`src/hw/rtl/adaptive_kalman_filter_step_defines.svh`:
```
// ----------------------------------------------------------------------------
// Adaptive Kalman filter step: assertion macros
// Shared concurrent assertion forms, compiled out when SYNTH is defined.
// ----------------------------------------------------------------------------
`ifndef ADAPTIVE_KALMAN_FILTER_STEP_DEFINES_SVH
`define ADAPTIVE_KALMAN_FILTER_STEP_DEFINES_SVH
`ifndef SYNTH
`define AKF_ASSERT_IMP(label, ante, cons) \
    label: assert property (@(posedge aclk) disable iff (!aresetn) (ante) |-> (cons)) \
        else $error("akf assertion failed");
`define AKF_ASSERT_NXT(label, ante, cons) \
    label: assert property (@(posedge aclk) disable iff (!aresetn) (ante) |=> (cons)) \
        else $error("akf assertion failed");
`else
`define AKF_ASSERT_IMP(label, ante, cons)
`define AKF_ASSERT_NXT(label, ante, cons)
`endif
`endif

```
`src/hw/rtl/akf_pkg.sv`:
```
`timescale 1ns / 1ps
`default_nettype none
// ----------------------------------------------------------------------------
// Adaptive Kalman filter step: package
// Control word layout, source codes, saturation helper and the microprogram.
// ----------------------------------------------------------------------------
package akf_pkg;

    localparam int unsigned NUM_REGS = 6;
    localparam int unsigned PC_W     = 6;
    localparam int unsigned SRC_W    = 6;
    localparam int unsigned ADDR_W   = 5;
    localparam int unsigned DIVD_W   = 64;
    localparam int unsigned DIVS_W   = 33;

    localparam logic [2:0] CFG_F_ROW0 = 3'd0;
    localparam logic [2:0] CFG_F_ROW1 = 3'd1;
    localparam logic [2:0] CFG_Q_ROW0 = 3'd2;
    localparam logic [2:0] CFG_Q_ROW1 = 3'd3;
    localparam logic [2:0] CFG_H_ROW  = 3'd4;
    localparam logic [2:0] CFG_INIT   = 3'd5;

    localparam logic [63:0] F_ROW0_RESET = 64'h0000_0000_0001_0000;
    localparam logic [63:0] F_ROW1_RESET = 64'h0001_0000_0000_0000;
    localparam logic [31:0] ONE_Q16      = 32'h0001_0000;

    // Micro-operations.
    localparam logic [2:0] OP_ARITH = 3'd0;
    localparam logic [2:0] OP_MEAN  = 3'd1;
    localparam logic [2:0] OP_RECIP = 3'd2;
    localparam logic [2:0] OP_JUMP  = 3'd3;
    localparam logic [2:0] OP_DONE  = 3'd4;

    localparam logic COND_RESTART = 1'b0;
    localparam logic COND_NOTPOS  = 1'b1;

    localparam logic [1:0] CNT_KEEP  = 2'd0;
    localparam logic [1:0] CNT_INC   = 2'd1;
    localparam logic [1:0] CNT_CLEAR = 2'd2;

    // Scratch memory words (codes below 32) and external sources (32 and up).
    localparam logic [5:0] M_X0    = 6'd0;
    localparam logic [5:0] M_X1    = 6'd1;
    localparam logic [5:0] M_P00   = 6'd2;
    localparam logic [5:0] M_P01   = 6'd3;
    localparam logic [5:0] M_P10   = 6'd4;
    localparam logic [5:0] M_P11   = 6'd5;
    localparam logic [5:0] M_CM    = 6'd6;
    localparam logic [5:0] M_XP0   = 6'd7;
    localparam logic [5:0] M_XP1   = 6'd8;
    localparam logic [5:0] M_FP00  = 6'd9;
    localparam logic [5:0] M_FP01  = 6'd10;
    localparam logic [5:0] M_FP10  = 6'd11;
    localparam logic [5:0] M_FP11  = 6'd12;
    localparam logic [5:0] M_PA00  = 6'd13;
    localparam logic [5:0] M_PA01  = 6'd14;
    localparam logic [5:0] M_PA10  = 6'd15;
    localparam logic [5:0] M_PA11  = 6'd16;
    localparam logic [5:0] M_V     = 6'd17;
    localparam logic [5:0] M_VV    = 6'd18;
    localparam logic [5:0] M_PHT0  = 6'd19;
    localparam logic [5:0] M_PHT1  = 6'd20;
    localparam logic [5:0] M_HPH   = 6'd21;
    localparam logic [5:0] M_R     = 6'd22;
    localparam logic [5:0] M_S     = 6'd23;
    localparam logic [5:0] M_INV   = 6'd24;
    localparam logic [5:0] M_K0    = 6'd25;
    localparam logic [5:0] M_K1    = 6'd26;
    localparam logic [5:0] M_IKH00 = 6'd27;
    localparam logic [5:0] M_IKH01 = 6'd28;
    localparam logic [5:0] M_IKH10 = 6'd29;
    localparam logic [5:0] M_IKH11 = 6'd30;

    localparam logic [5:0] SRC_F00  = 6'd32;
    localparam logic [5:0] SRC_F01  = 6'd33;
    localparam logic [5:0] SRC_F10  = 6'd34;
    localparam logic [5:0] SRC_F11  = 6'd35;
    localparam logic [5:0] SRC_Q00  = 6'd36;
    localparam logic [5:0] SRC_Q01  = 6'd37;
    localparam logic [5:0] SRC_Q10  = 6'd38;
    localparam logic [5:0] SRC_Q11  = 6'd39;
    localparam logic [5:0] SRC_H0   = 6'd40;
    localparam logic [5:0] SRC_H1   = 6'd41;
    localparam logic [5:0] SRC_I0   = 6'd42;
    localparam logic [5:0] SRC_I1   = 6'd43;
    localparam logic [5:0] SRC_Z    = 6'd44;
    localparam logic [5:0] SRC_ONE  = 6'd45;
    localparam logic [5:0] SRC_ZERO = 6'd46;

    localparam logic [5:0] PC_SING = 6'd34;
    localparam logic [5:0] PC_RST  = 6'd37;

    typedef struct packed {
        logic [2:0] op;
        logic       cond;
        logic [1:0] cnt;
        logic       sub;
        logic       clamp;
        logic [5:0] a;
        logic [5:0] b;
        logic [5:0] c;
        logic [5:0] d;
        logic [5:0] e;
        logic [4:0] dest;
        logic [5:0] target;
    } ctl_t;

    typedef struct packed {
        logic               clip;
        logic signed [31:0] val;
    } sat_t;

    function automatic sat_t sat32(input logic signed [50:0] v);
        sat_t r;
        if (v[50:31] == {20{v[31]}}) begin
            r.clip = 1'b0;
            r.val  = v[31:0];
        end else begin
            r.clip = 1'b1;
            r.val  = v[50] ? 32'h8000_0000 : 32'h7FFF_FFFF;
        end
        return r;
    endfunction

    // y = sat(e +/- sat(round(a*b + c*d)))
    function automatic ctl_t u_ar(input logic [5:0] e, input logic [5:0] a,
                                  input logic [5:0] b, input logic [5:0] c,
                                  input logic [5:0] d, input logic sub,
                                  input logic clamp, input logic [5:0] dest);
        ctl_t w;
        w       = '0;
        w.op    = OP_ARITH;
        w.e     = e;
        w.a     = a;
        w.b     = b;
        w.c     = c;
        w.d     = d;
        w.sub   = sub;
        w.clamp = clamp;
        w.dest  = dest[4:0];
        return w;
    endfunction

    function automatic ctl_t u_div(input logic [2:0] op, input logic [5:0] a,
                                   input logic [5:0] b, input logic [5:0] dest);
        ctl_t w;
        w      = '0;
        w.op   = op;
        w.a    = a;
        w.b    = b;
        w.dest = dest[4:0];
        return w;
    endfunction

    function automatic ctl_t u_jump(input logic cond, input logic [5:0] a,
                                    input logic [5:0] target);
        ctl_t w;
        w        = '0;
        w.op     = OP_JUMP;
        w.cond   = cond;
        w.a      = a;
        w.target = target;
        return w;
    endfunction

    function automatic ctl_t u_done(input logic [1:0] cnt);
        ctl_t w;
        w     = '0;
        w.op  = OP_DONE;
        w.cnt = cnt;
        return w;
    endfunction

    function automatic ctl_t ucode(input logic [5:0] pc);
        ctl_t w;
        case (pc)
            6'd0:  w = u_jump(COND_RESTART, SRC_ZERO, PC_RST);
            // Predict.
            6'd1:  w = u_ar(SRC_ZERO, SRC_F00, M_X0, SRC_F01, M_X1, 1'b0, 1'b0, M_XP0);
            6'd2:  w = u_ar(SRC_ZERO, SRC_F10, M_X0, SRC_F11, M_X1, 1'b0, 1'b0, M_XP1);
            6'd3:  w = u_ar(SRC_ZERO, SRC_F00, M_P00, SRC_F01, M_P10, 1'b0, 1'b0, M_FP00);
            6'd4:  w = u_ar(SRC_ZERO, SRC_F00, M_P01, SRC_F01, M_P11, 1'b0, 1'b0, M_FP01);
            6'd5:  w = u_ar(SRC_ZERO, SRC_F10, M_P00, SRC_F11, M_P10, 1'b0, 1'b0, M_FP10);
            6'd6:  w = u_ar(SRC_ZERO, SRC_F10, M_P01, SRC_F11, M_P11, 1'b0, 1'b0, M_FP11);
            6'd7:  w = u_ar(SRC_Q00, M_FP00, SRC_F00, M_FP01, SRC_F01, 1'b0, 1'b0, M_PA00);
            6'd8:  w = u_ar(SRC_Q01, M_FP00, SRC_F10, M_FP01, SRC_F11, 1'b0, 1'b0, M_PA01);
            6'd9:  w = u_ar(SRC_Q10, M_FP10, SRC_F00, M_FP11, SRC_F01, 1'b0, 1'b0, M_PA10);
            6'd10: w = u_ar(SRC_Q11, M_FP10, SRC_F10, M_FP11, SRC_F11, 1'b0, 1'b0, M_PA11);
            // Innovation and its running mean square.
            6'd11: w = u_ar(SRC_Z, SRC_H0, M_XP0, SRC_H1, M_XP1, 1'b1, 1'b0, M_V);
            6'd12: w = u_ar(SRC_ZERO, M_V, M_V, SRC_ZERO, SRC_ZERO, 1'b0, 1'b0, M_VV);
            6'd13: w = u_div(OP_MEAN, M_CM, M_VV, M_CM);
            // Adapted noise and innovation variance.
            6'd14: w = u_ar(SRC_ZERO, M_PA00, SRC_H0, M_PA01, SRC_H1, 1'b0, 1'b0, M_PHT0);
            6'd15: w = u_ar(SRC_ZERO, M_PA10, SRC_H0, M_PA11, SRC_H1, 1'b0, 1'b0, M_PHT1);
            6'd16: w = u_ar(SRC_ZERO, SRC_H0, M_PHT0, SRC_H1, M_PHT1, 1'b0, 1'b0, M_HPH);
            6'd17: w = u_ar(M_CM, M_HPH, SRC_ONE, SRC_ZERO, SRC_ZERO, 1'b1, 1'b1, M_R);
            6'd18: w = u_ar(M_R, M_HPH, SRC_ONE, SRC_ZERO, SRC_ZERO, 1'b0, 1'b0, M_S);
            6'd19: w = u_jump(COND_NOTPOS, M_S, PC_SING);
            // Gain and update.
            6'd20: w = u_div(OP_RECIP, M_S, SRC_ZERO, M_INV);
            6'd21: w = u_ar(SRC_ZERO, M_PHT0, M_INV, SRC_ZERO, SRC_ZERO, 1'b0, 1'b0, M_K0);
            6'd22: w = u_ar(SRC_ZERO, M_PHT1, M_INV, SRC_ZERO, SRC_ZERO, 1'b0, 1'b0, M_K1);
            6'd23: w = u_ar(M_XP0, M_K0, M_V, SRC_ZERO, SRC_ZERO, 1'b0, 1'b0, M_X0);
            6'd24: w = u_ar(M_XP1, M_K1, M_V, SRC_ZERO, SRC_ZERO, 1'b0, 1'b0, M_X1);
            6'd25: w = u_ar(SRC_ONE, M_K0, SRC_H0, SRC_ZERO, SRC_ZERO, 1'b1, 1'b0, M_IKH00);
            6'd26: w = u_ar(SRC_ZERO, M_K0, SRC_H1, SRC_ZERO, SRC_ZERO, 1'b1, 1'b0, M_IKH01);
            6'd27: w = u_ar(SRC_ZERO, M_K1, SRC_H0, SRC_ZERO, SRC_ZERO, 1'b1, 1'b0, M_IKH10);
            6'd28: w = u_ar(SRC_ONE, M_K1, SRC_H1, SRC_ZERO, SRC_ZERO, 1'b1, 1'b0, M_IKH11);
            6'd29: w = u_ar(SRC_ZERO, M_IKH00, M_PA00, M_IKH01, M_PA10, 1'b0, 1'b0, M_P00);
            6'd30: w = u_ar(SRC_ZERO, M_IKH00, M_PA01, M_IKH01, M_PA11, 1'b0, 1'b0, M_P01);
            6'd31: w = u_ar(SRC_ZERO, M_IKH10, M_PA00, M_IKH11, M_PA10, 1'b0, 1'b0, M_P10);
            6'd32: w = u_ar(SRC_ZERO, M_IKH10, M_PA01, M_IKH11, M_PA11, 1'b0, 1'b0, M_P11);
            6'd33: w = u_done(CNT_INC);
            // Singular: re-issue the unchanged estimate to the result.
            6'd34: w = u_ar(SRC_ZERO, M_X0, SRC_ONE, SRC_ZERO, SRC_ZERO, 1'b0, 1'b0, M_X0);
            6'd35: w = u_ar(SRC_ZERO, M_X1, SRC_ONE, SRC_ZERO, SRC_ZERO, 1'b0, 1'b0, M_X1);
            6'd36: w = u_done(CNT_KEEP);
            // Restart: load the initial estimate.
            6'd37: w = u_ar(SRC_ZERO, SRC_I0, SRC_ONE, SRC_ZERO, SRC_ZERO, 1'b0, 1'b0, M_X0);
            6'd38: w = u_ar(SRC_ZERO, SRC_I1, SRC_ONE, SRC_ZERO, SRC_ZERO, 1'b0, 1'b0, M_X1);
            6'd39: w = u_done(CNT_CLEAR);
            default: w = u_done(CNT_KEEP);
        endcase
        return w;
    endfunction

endpackage
`default_nettype wire

```
`src/hw/rtl/akf_div.sv`:
```
`timescale 1ns / 1ps
`default_nettype none
// ----------------------------------------------------------------------------
// Adaptive Kalman filter step: unsigned divider
// Restoring radix-2 division, one quotient bit per cycle.
// ----------------------------------------------------------------------------
module akf_div (
    input  logic                        aclk,
    input  logic                        aresetn,
    input  logic                        start,
    input  logic [akf_pkg::DIVD_W-1:0]  dividend,
    input  logic [akf_pkg::DIVS_W-1:0]  divisor,
    output logic                        busy,
    output logic                        done,
    output logic [akf_pkg::DIVD_W-1:0]  quotient
);

    localparam int unsigned CNT_W = $clog2(akf_pkg::DIVD_W);

    logic                       busy_reg;
    logic                       done_reg;
    logic [CNT_W-1:0]           cnt_reg;
    logic [akf_pkg::DIVS_W-1:0] rem_reg;
    logic [akf_pkg::DIVS_W-1:0] dsr_reg;
    logic [akf_pkg::DIVD_W-1:0] quo_reg;

    logic [akf_pkg::DIVS_W:0]   shifted;
    logic                       ge;
    logic [akf_pkg::DIVS_W:0]   diff;

    assign shifted = {rem_reg, quo_reg[akf_pkg::DIVD_W-1]};
    assign diff    = shifted - {1'b0, dsr_reg};
    assign ge      = (shifted >= {1'b0, dsr_reg});

    always_ff @(posedge aclk) begin
        if (!aresetn) begin
            busy_reg <= 1'b0;
            done_reg <= 1'b0;
            cnt_reg  <= '0;
        end else begin
            done_reg <= 1'b0;
            if (start) begin
                busy_reg <= 1'b1;
                cnt_reg  <= '0;
            end else if (busy_reg) begin
                cnt_reg <= cnt_reg + 1'b1;
                if (cnt_reg == CNT_W'(akf_pkg::DIVD_W - 1)) begin
                    busy_reg <= 1'b0;
                    done_reg <= 1'b1;
                end
            end
        end
    end

    always_ff @(posedge aclk) begin
        if (start) begin
            rem_reg <= '0;
            dsr_reg <= divisor;
            quo_reg <= dividend;
        end else if (busy_reg) begin
            rem_reg <= ge ? diff[akf_pkg::DIVS_W-1:0] : shifted[akf_pkg::DIVS_W-1:0];
            quo_reg <= {quo_reg[akf_pkg::DIVD_W-2:0], ge};
        end
    end

    assign busy     = busy_reg;
    assign done     = done_reg;
    assign quotient = quo_reg;

endmodule
`default_nettype wire

```
`config.mk`:
```
export PLATFORM = sky130hd
export DESIGN_NAME = akf_div
export DESIGN_NICKNAME = d
export VERILOG_FILES = /design/src/hw/rtl/adaptive_kalman_filter_step_defines.svh /design/src/hw/rtl/akf_pkg.sv /design/src/hw/rtl/akf_div.sv
export SDC_FILE = /design/constraint.sdc
export NUM_CORES = 1
export LEC_CHECK = 0
export BUFFER_PORTS_ARGS = -buffer_cell sky130_fd_sc_hd__buf_2
export CAP_MARGIN = 20
export CORE_MARGIN = 1.5
export CORE_UTILIZATION = 59
export DETAILED_ROUTE_END_ITERATION = 12
export PLACE_DENSITY_LB_ADDON = 0.05
export SLEW_MARGIN = 15
export SYNTH_ARGS = -nofsm -noshare
export SYNTH_HDL_FRONTEND = slang
export SYNTH_SLANG_ARGS = --single-unit
```
`constraint.sdc`:
```
create_clock -name aclk -period 7 [get_ports aclk]
set_input_delay 0.7 -clock aclk [delete_from_list [all_inputs] [get_ports aclk]]
set_output_delay 0.7 -clock aclk [all_outputs]
set_load 0.05 [all_outputs]
```
# Word level (Yosys, flattened, before mapping)
# Index checks and enable logic that the tools add are counted.
[op_classes] order_cmp=1 addsub=2 n_reduce_logical=3 bitwise=2 mux=7 eq_ne=1
[ops] operator="64-bit two-way mux" count=2
[ops] operator="34-bit by 33-bit greater-or-equal comparator with 1-bit output" count=1
[ops] operator="33-bit two-way mux" count=1
[ops] operator="33-bit subtractor" count=1
[ops] operator="6-bit by 1-bit adder with 6-bit output (second input constant)" count=1
[ops] operator="6-bit equality test (second input constant)" count=1
[ops] operator="1-bit two-way mux" count=4
[ops] operator="3-bit OR reduction" count=1
[ops] operator="1-bit NOT" count=2
[ops] operator="2-bit nonzero test" count=1
[ops] operator="2-bit OR reduction" count=1
[totals] output_inout_bits=66 input_bits=100 reg_bits=138

# Longest topological paths before layout
[logic_depth] ltp_word=4 ltp_mapped=14 mapped_depth_nobuf=12

# Least setup slack after synthesis
# No wires, ideal clock.
[synth_path] path_kind="register to register" start="register quo_reg, in the netlist quotient[63]" end="register rem_reg[10] in the netlist's numbering" arrival_time_ns=3.191 synth_period_minus_slack_ns=3.279 stages_incl_launch_ff=15 setup_slack_ns=3.721 path_buffers=2 cell_sequence="edfxtp_1 -> inv_1 -> ha_1 -> inv_1 -> fa_1 -> a211oi_1 -> o21a_1 -> nor3_1 -> or2_0 -> buf_2 -> a2111o_1 -> nand2_2 -> buf_4 -> nand2_1 -> a311oi_2"
[synth_via] elab_chain_len=2 word_cells_on_any_way=3 cone_classes="add/sub (1); order compare (1); mux (1)"
[synth_lines] element="start, declared" line_no="akf_div.sv:25" source="logic [akf_pkg::DIVD_W-1:0] quo_reg;"
[synth_lines] element="start signal, assigned" line_no="akf_div.sv:59" source="quo_reg <= dividend;"
[synth_lines] element="start signal, assigned" line_no="akf_div.sv:62" source="quo_reg <= {quo_reg[akf_pkg::DIVD_W-2:0], ge};"
[synth_lines] element="33-bit subtractor / 34-bit by 33-bit greater-or-equal comparator with 1-bit output (equally long branches)" line_no="akf_div.sv:32, akf_div.sv:33"
[synth_lines] element="33-bit two-way mux (*)" line_no="akf_div.sv:61" source="rem_reg <= ge ? diff[akf_pkg::DIVS_W-1:0] : shifted[akf_pkg::DIVS_W-1:0];"
[synth_lines] element="end signal, assigned" line_no="akf_div.sv:61"
[synth_lines] element="end, declared" line_no="akf_div.sv:23" source="logic [akf_pkg::DIVS_W-1:0] rem_reg;"
# Every way passes the cells marked *; elsewhere a longest branch is shown, timed or not.
# A chain may end at the register's enable or synchronous reset.

# Worst setup path in the final report
[layout_path] start="register quo_reg, in the netlist quotient[63]" end="register rem_reg[3] in the netlist's numbering"
# Same word-level chain as after synthesis.

==> flow_summary_export.csv <==
group,metric,value,unit
timing,drv_slew,0,
power,clkPwrFrac,36.5,%
power,powerDensity,268,nW/um^2
cells_and_area,area_growth,20.4,%
global_routing,grt-ovfl-total,0,
timing,period_minus_slack,3.76,ns
logic_synthesis,syn_area,7530,um^2
power,power_frac_comb,22.6,%
die,die_height,116,um
power,intPower,1.65,mW
run,cap_violations,0,
logic_synthesis,ys_async_sr_fraction,0,%
global_routing,track_usage,27.5,%
timing,hold_viol,0,
critical_path,critPathArrivalTime,4.08,ns
timing,worst_pin_slew,0.820,ns
critical_path,crit_fanout,34,
power,switching_share,32.2,%
clock_tree,clk_pin_slew,0.07,ns
die,io_pins,166,
critical_path,slowest_stage,"nand2_2",
routing,avgViaCountPerCell,5.85,
critical_path,worstSetupEndpointType,"register",
logic_synthesis,yosysWarnings,0,
clock_tree,cts_tree,"built",
cells_and_area,drive_above_1_share,33.6,%
placed_design,hpwl,12500,um
power,seqPwrFrac,40.9,%
critical_path,cp_top_family,"compound AO/OA/AOI/OAI gates",
clock_tree,post_cts_buffers,0,
status,status,"finished, final reports clean",
routing,drtPass1Iterations,5,
logic_synthesis,ys_ff_latch,138,
timing,worst_slew_margin_rel,45.3,%
die,fp.dieW,116,um
routing,antenna_left,0,
clock_tree,h-tree-depth,4,
critical_path,crit_type,"reg -> reg",
routing,drc,0,
cells_and_area,diodes,0,
clock_tree,cts_hold_buf,0,
timing,fin_skew,0.00853,ns
logic_synthesis,yosys_most_used_dff,"edfxtp_1",
die,rows,41,
power,netSwitchingPower,0.783,mW
cells_and_area,layout.nets,985,
die,core-area,12500,um^2
min_path,hold_path.class,"in -> reg",
placed_design,finalWeightedCongestion,0.902,
clock_tree,cts.sinks,138,
timing,rsz0062_at_grt,"no",
timing,fin_crit_sh,53.7,%
clock_tree,clk-insertion-delay-late,0.42,ns
logic_synthesis,synth_cell_types,65,
global_routing,grt_start_max_net_pins,65,
logic_synthesis,syn_inst,693,
critical_path,cpPeakStageDelay,0.55,ns
clock_tree,cts_made_buffers,17,
logic_synthesis,synth_fp_nets,828,
logic_synthesis,avgSynthCellArea,10.9,um^2
routing,wl_per_cell,17.2,um
placed_design,port_buffers,165,
timing,tns,0,ns
global_routing,grt_pass1_wl,28800,um
cells_and_area,largest_reg_flops,64,
timing,max_freq,0.266,GHz
routing,totalWireLength,17800,um
critical_path,path_cells,"inv_1 > ha_1 > inv_1 > fa_1 > a211oi_1 > o21a_1 > nor3_1 > or2_0 > a2111o_1 > nand2_2 > nand2_1 > a311oi_1",
clock_tree,clockBufferDepth,2,
power,cellLeakagePower,3.81,nW
global_routing,grt_pass1_vias,6109,
power,max-vdd-ir-drop,0.199,mV
global_routing,antenna_found_initial,0,
critical_path,crit_path_frequent_cell,"inv_1",
cells_and_area,fin_util,72.4,%
die,die_area,13400,um^2
critical_path,path_buf_inv,2,
routing,vias,6059,
clock_tree,cts_root_buffer,"clkbuf_16",
timing,setup-violations-final,0,
critical_path,start_kind,"register",
critical_path,cp.required,7.32,ns
logic_synthesis,synth_seq_area_share,49.6,%
routing,drt_iter0_drc,490,
clock_tree,cts-resized-gates,0,
logic_synthesis,synth_edf_count,97,
die,start_util,60.2,%
==> power by group through the flow <==
stage / registers, mW / clock network (mW) / logic (mW)
after global routing: 1.00 / 0.933 / 0.593
after CTS: 0.995 / 0.901 / 0.547
after global placement: 1.01 / 0 / 0.535
after detailed placement: 1.01 / 0 / 0.544
final: 0.994 / 0.888 / 0.550
after floorplan: 1.14 / 0 / 0.277
==> worst register-to-register path: cells and delay by family (launching register included) <==
kind,cells,cell delay (ns)
simple gates,4,1.07
buf+inv,2,0.14
fa+ha+maj,2,0.60
flops,1,0.41
compound gates,4,1.42
==> layer usage <==
layer	vias to the layer above	global-route usage, %	routed length (um)
li1	2899	-	-
met1	2860	33.8	7440
met2	255	44.7	8570
met3	45	9.00	1380
met4	0	11.4	421
met5	-	0	0
==> cells by family (layout without fill, tap and decap cells) <==
kind of cell               after synthesis  count (layout)  share of synthesized area (%)
adders and majority gates               35              35                           5.92
buffers and inverters                   77             247                           4.09
xor gates and xnor gates                26              26                           3.02
and+or+nand+nor                        182             182                           11.0
muxes                                   68              68                           10.1
AOI/OAI and AO/OA                      167             167                           16.3
DFF                                    138             138                           49.6
==> Yosys cell counts (5+ instances only) <==
library cell	count	area share [%]
o211ai_1	7	0.70
xnor2_1	15	1.7
o21bai_1	5	0.50
o21a_1	7	0.70
nand3_1	13	0.86
a21o_1	14	1.4
a31oi_1	5	0.42
nor2_1	48	2.4
a311oi_2	13	2.6
mux2i_1	5	0.66
a211oi_1	9	0.90
a21oi_1	45	3.0
clkbuf_1	25	1.2
dfxtp_1	41	11
ha_1	34	5.6
nand4_1	10	0.83
nor3_1	8	0.53
inv_1	44	2.2
edfxtp_1	97	39
or3_1	7	0.58
a311oi_1	5	0.58
o21ai_0	26	1.7
and3_1	6	0.50
mux2_2	63	9.4
nand2_1	70	3.5
xor2_1	11	1.3
==> placed cells by master, fill, tap and decap left out, types with 3 or more instances in the layout <==
cell	count
a311oi_1	5
a31oi_1	5
nand3_1	13
edfxtp_1	97
buf_4	5
a211oi_1	9
buf_2	164
mux2i_1	5
a211o_1	4
and3_1	6
xor2_1	11
nand2_1	70
nor2b_1	3
o21bai_1	5
inv_8	5
mux2_2	63
ha_1	34
clkinv_4	6
inv_1	43
nor2_1	48
o221ai_1	3
or3_1	7
nand4_1	10
clkbuf_16	17
dfxtp_1	40
nor3_1	8
a21o_1	14
o21ai_0	26
xnor2_1	15
o21a_1	7
a311oi_2	13
o211ai_1	7
a21oi_1	45
==> final cells by class <==
| class | instances | area (um^2) |
|---|---|---|
| Clock buffer | 17 | 425 |
| Multi-Input combinational cell | 478 | 3490 |
| Tap cell | 172 | 215 |
| Clock inverter | 15 | 160 |
| Timing Repair Buffer | 170 | 873 |
| Sequential cell | 138 | 3730 |
| Fill cell | 935 | 3450 |
| Inverter | 45 | 169 |
==> final timing paths <==
path	depth (start not counted)	startpoint	slack, ns	to
worst min register to register	2	rem_reg[2]	0.49	rem_reg[2]
worst max-delay path	12	quotient[63]	3.24	rem_reg[3]
worst min-delay path	1	divisor[6]	0.45	dsr_reg[6]
worst max register to register	12	quotient[63]	3.24	rem_reg[3]
==> per-stage QoR <==
stage	instance area [um^2]	hold slack [ns]	std cells	total power [mW]	setup WS, ns
finish	9070	0.445	1035	2.43	3.24
global route	9070	0.428	1035	2.53	2.99
CTS	9050	0.427	1034	2.44	3.27
detailed placement	8470	0.490	1002	1.55	3.29
global placement	8470	0.462	1002	1.54	3.46
floorplan	7530	0.449	693	1.42	3.72
Note: power is estimated with default switching activity, not from simulation.
